==> src/hw/rtl/dmst_ram.sv <==
// Generic single-write, single-read RAM with registered read (read-first).
`default_nettype none

module dmst_ram #(
  parameter int WIDTH = 8,
  parameter int DEPTH = 256
) (
  input  wire logic                     clk,
  input  wire logic                     we,
  input  wire logic [$clog2(DEPTH)-1:0] waddr,
  input  wire logic [WIDTH-1:0]         wdata,
  input  wire logic [$clog2(DEPTH)-1:0] raddr,
  output logic      [WIDTH-1:0]         rdata
);

  logic [WIDTH-1:0] mem [DEPTH];

  always_ff @(posedge clk) begin
    if (we) begin
      mem[waddr] <= wdata;
    end
    rdata <= mem[raddr];
  end

endmodule

`default_nettype wire

==> config.mk <==
export PLATFORM = sky130hd
export DESIGN_NAME = dmst_ram
export DESIGN_NICKNAME = d
export VERILOG_FILES = /design/src/hw/rtl/dmst_ram.sv
export SDC_FILE = /design/constraint.sdc
export NUM_CORES = 2
export LEC_CHECK = 0
export ABC_AREA = 0
export BUFFER_PORTS_ARGS = -buffer_cell sky130_fd_sc_hd__buf_2
export CAP_MARGIN = 0
export CORE_ASPECT_RATIO = 1.2
export CORE_MARGIN = 4
export CORE_UTILIZATION = 55
export CTS_BUF_LIST = sky130_fd_sc_hd__clkbuf_4
export CTS_CLUSTER_DIAMETER = 50
export DETAILED_ROUTE_END_ITERATION = 16
export PLACE_DENSITY = 0.7
export SYNTH_ARGS = -nofsm -noshare
export SYNTH_HDL_FRONTEND = slang
export SYNTH_SLANG_ARGS = --single-unit
==> constraint.sdc <==
create_clock -name clk -period 2 [get_ports clk]
set_clock_uncertainty 0.15 [all_clocks]
set_input_delay 0.1 -clock clk [delete_from_list [all_inputs] [get_ports clk]]
set_output_delay 0.1 -clock clk [all_outputs]
set_load 0.005 [all_outputs]
==> results.json <==
{
  "drt_wl_total_mm": 198.6,
  "viasPerCell": 6.084,
  "p_leak_nw": 31.52,
  "clockBufferDepth": 4,
  "crit_chain": "mux4_2, a22o_1, a221oi_2, buf_4, o221ai_4, a211oi_4, buf_6, nor4_2",
  "globalRoute.totalOverflow": 0,
  "worstMarginPinSlew_ps": 1178,
  "drt_iter0_markers": 4911,
  "fmax_mhz": 405.9,
  "design_area_um2": 94860,
  "grtUsageTotal_pct": 26.88,
  "reg2reg_to": "rdata[5]$_DFF_P_",
  "remaining_drc_errors": 0,
  "critPathKind": "register to register",
  "path_max_fanout": 1,
  "cts-root-buf": "clkbuf_4",
  "synth_nets": 3759,
  "whs_path_depth": 6,
  "endpoint": "rdata[5]$_DFF_P_",
  "syn_inst": 3733,
  "design.core.area_um2": 143400,
  "synth_compound_area_share_pct": 3.419,
  "area_growth_pct": 19.23,
  "hold_viol_final": 0,
  "reg2reg_slack_ps": -460,
  "synth_top_area_share_pct": 77.30,
  "critPathRequiredTime_ps": 3040,
  "crit_family": "compound AO/OA/AOI/OAI gates",
  "via_count": 43230,
  "slew_violations": 0,
  "cp.arrival_ps": 3500,
  "synth_top_family_by_area": "multiplexers",
  "ys_seq_elements": 2056,
  "period_minus_slack_ps": 2463,
  "ys_seq_area_share_pct": 77.50,
  "synth_warnings": 0,
  "synthTopCellsByArea": "edfxtp_1, mux4_2, mux2i_1, nor2_1, a22oi_1",
  "die_area_um2": 150800,
  "die_x_um": 355.2,
  "cp.depth": 8,
  "synthArstFlopShare_pct": 0,
  "clk_pin_slew_ps": 70,
  "synth_mux_area_share_pct": 14.62,
  "place_ws_ps": -1931,
  "fin_cells": 7105,
  "power.density_nw_per_um2": 889.6,
  "min_path_type": "input pin to register",
  "setup-tns-final_ps": -3425,
  "rows": 152,
  "place_congestion": 0.9087,
  "clock-sinks": 2056,
  "slowest_delay_ps": 530,
  "cp_num_buf_inv": 2,
  "postPlaceCellArea_um2": 87590,
  "ant_nets": 0,
  "initial_core_util_pct": 55.48,
  "ir_drop_mv": 0.5781,
  "timing.final.ws_setup_ps": -463.4,
  "outcome": "complete, but fails checks",
  "crit_start": "mem[19][5]$_DFFE_PP_",
  "grt_pass1_wl_mm": 293.9,
  "grt_pass1_vias": 44710,
  "fin_crit_sh_pct": 123.2,
  "cts_buffers": 473,
  "r2r_cells": 8,
  "synth.cell_area_um2": 79560,
  "synth_top_area_cell": "edfxtp_1",
  "firstDrtPassIters": 6,
  "synth.distinct_cells": 55,
  "synthSimpleGateAreaFrac_pct": 2.628,
  "drive_above_1_share_pct": 39.34,
  "antenna_found_initial": 10,
  "routedWlPerCell_um": 27.95,
  "synthXorXnorAreaFrac_pct": 0,
  "failed_checks": "setup timing",
  "grt_max_degree": 85,
  "relSlewSlack_pct": 21.21,
  "final_nets": 4845,
  "cap_violations": 0,
  "dp.cells": 6197,
  "syn_avg_cell_area_um2": 21.31,
  "r2r_start": "mem[19][5]$_DFFE_PP_",
  "ios": 34,
  "cts_max_level": 5,
  "ys.flop_type": "edfxtp_1",
  "die_y_um": 424.6,
  "synth_adder_area_share_pct": 0,
  "synth_edf_count": 2048,
  "cpMaxStageDelayCell": "mux4_2",
  "dp_hpwl_mm": 128.6,
  "rsz0062_at_grt": "yes",
  "cts_tree": "built",
  "start_kind": "register",
  "crit_path_end_kind": "register",
  "setup_viol": 17,
  "clk_latency_ps": 1360,
  "port_buffers": 33
}
metrics by stage:
| stage | hold WS (ps) | utilization, % | total power [mW] |
|---|---|---|---|
| 2_1_floorplan | 48.87 | - | 50.83 |
| 3_3_place_gp | 326.1 | 61.08 | 53.35 |
| 3_5_place_dp | 331.7 | 61.08 | 53.44 |
| 4_1_cts | 0.7030 | 66.03 | 85.02 |
| 5_1_grt | 9.440 | 66.15 | 87.91 |
| 6_report | 88.93 | 66.15 | 84.39 |
cells in the mapped netlist, types with 16 or more instances:
library cell / instances
o221ai_1: 46
a22oi_1: 133
buf_2: 31
buf_6: 21
buf_1: 22
mux4_2: 454
nand3_1: 34
nor3_1: 22
o22ai_1: 28
nor4_1: 24
nor2b_1: 31
clkbuf_1: 111
edfxtp_1: 2048
buf_4: 27
mux2i_1: 134
nand2_1: 33
a211oi_1: 16
a21oi_1: 96
nor2_1: 282
routing by layer:
| layer | up-vias | part of all wire, % | GRT usage, % |
|---|---|---|---|
| li1 | 18190 | - | - |
| met1 | 22310 | 37 | 35.56 |
| met2 | 2284 | 50 | 43.98 |
| met3 | 435 | 8.9 | 5.641 |
| met4 | 4 | 4.2 | 11.39 |
| met5 | - | 0.011 | 0 |
report_power, final:
group | switching, mW | internal, mW | leakage, nW | total, mW
registers | 0.107 | 47.5 | 18.5 | 47.6
clock network | 15.6 | 15.9 | 3.45 | 31.5
logic | 3.06 | 2.26 | 9.60 | 5.33
total | 18.8 | 65.6 | 31.5 | 84.4
placed cells by master, fill, tap and decap left out, drive strengths merged, types with 6 or more instances in the layout:
master and count:
a211oi 16, a21oi 96, a221oi 14, a22o 8, a22oi 133, and2 6
buf 770, clkbuf 674, clkinv 157, dfxtp 8, dlygate4sd3 67, edfxtp 2048
mux2i 134, mux4 456, nand2 33, nand2b 8, nand3 34, nand4 10
nor2 282, nor2b 31, nor3 22, nor4 27, o211ai 10, o21ai 12
o221ai 47, o22ai 28
kinds of logic (layout without fill, tap and decap cells):
group,Yosys count,in the layout
AND/OR/NAND/NOR,466,466
other,0,5
flip-flops,2056,2056
multiplexers,591,591
AO/OA/AOI/OAI,385,385
buffers and inverters,235,1677
what timing repair did:
item | in CTS | in global routing
buffers inserted | 0 | 1
hold buffers | 76 | 3
endpoints found under the hold margin | 4104 | 13
pin swaps | 15 | 23
setup endpoints to repair | 16 | 683
resized for setup | 92 | 31
tightest hold or removal path, cell delays in order:
cell and delay, ps:
dlygate4sd3_1 540, buf_2 160, buf_12 140, nand3_1 180, nor2_1 70, buf_4 180
area by class of cell:
type | count | area (µm²)
antenna | 5 | 12.51
clock buffer | 668 | 5015
clock inverter | 163 | 760.7
fill | 9447 | 48540
inverter | 2 | 7.507
multi-input combinational | 1442 | 17050
sequential | 2056 | 61690
tap | 1925 | 2409
timing repair buffer | 844 | 7921
flip-flops by register name, indices dropped and copies added, names as in the netlist:
name,count
mem,2048
rdata,8
worst min-delay path by stage:
stage               startpoint               endpoint  slack [ps]
floorplan             wdata[0]    mem[0][0]$_DFFE_PP_          50
global placement      wdata[4]   mem[68][4]$_DFFE_PP_         330
detailed placement    wdata[4]   mem[68][4]$_DFFE_PP_         330
CTS                   raddr[4]       rdata[2]$_DFF_P_         0.7
global route          waddr[1]  mem[155][1]$_DFFE_PP_           9
finish                waddr[1]  mem[203][6]$_DFFE_PP_          90
No activity file was read; power rests on OpenSTA's default activity.
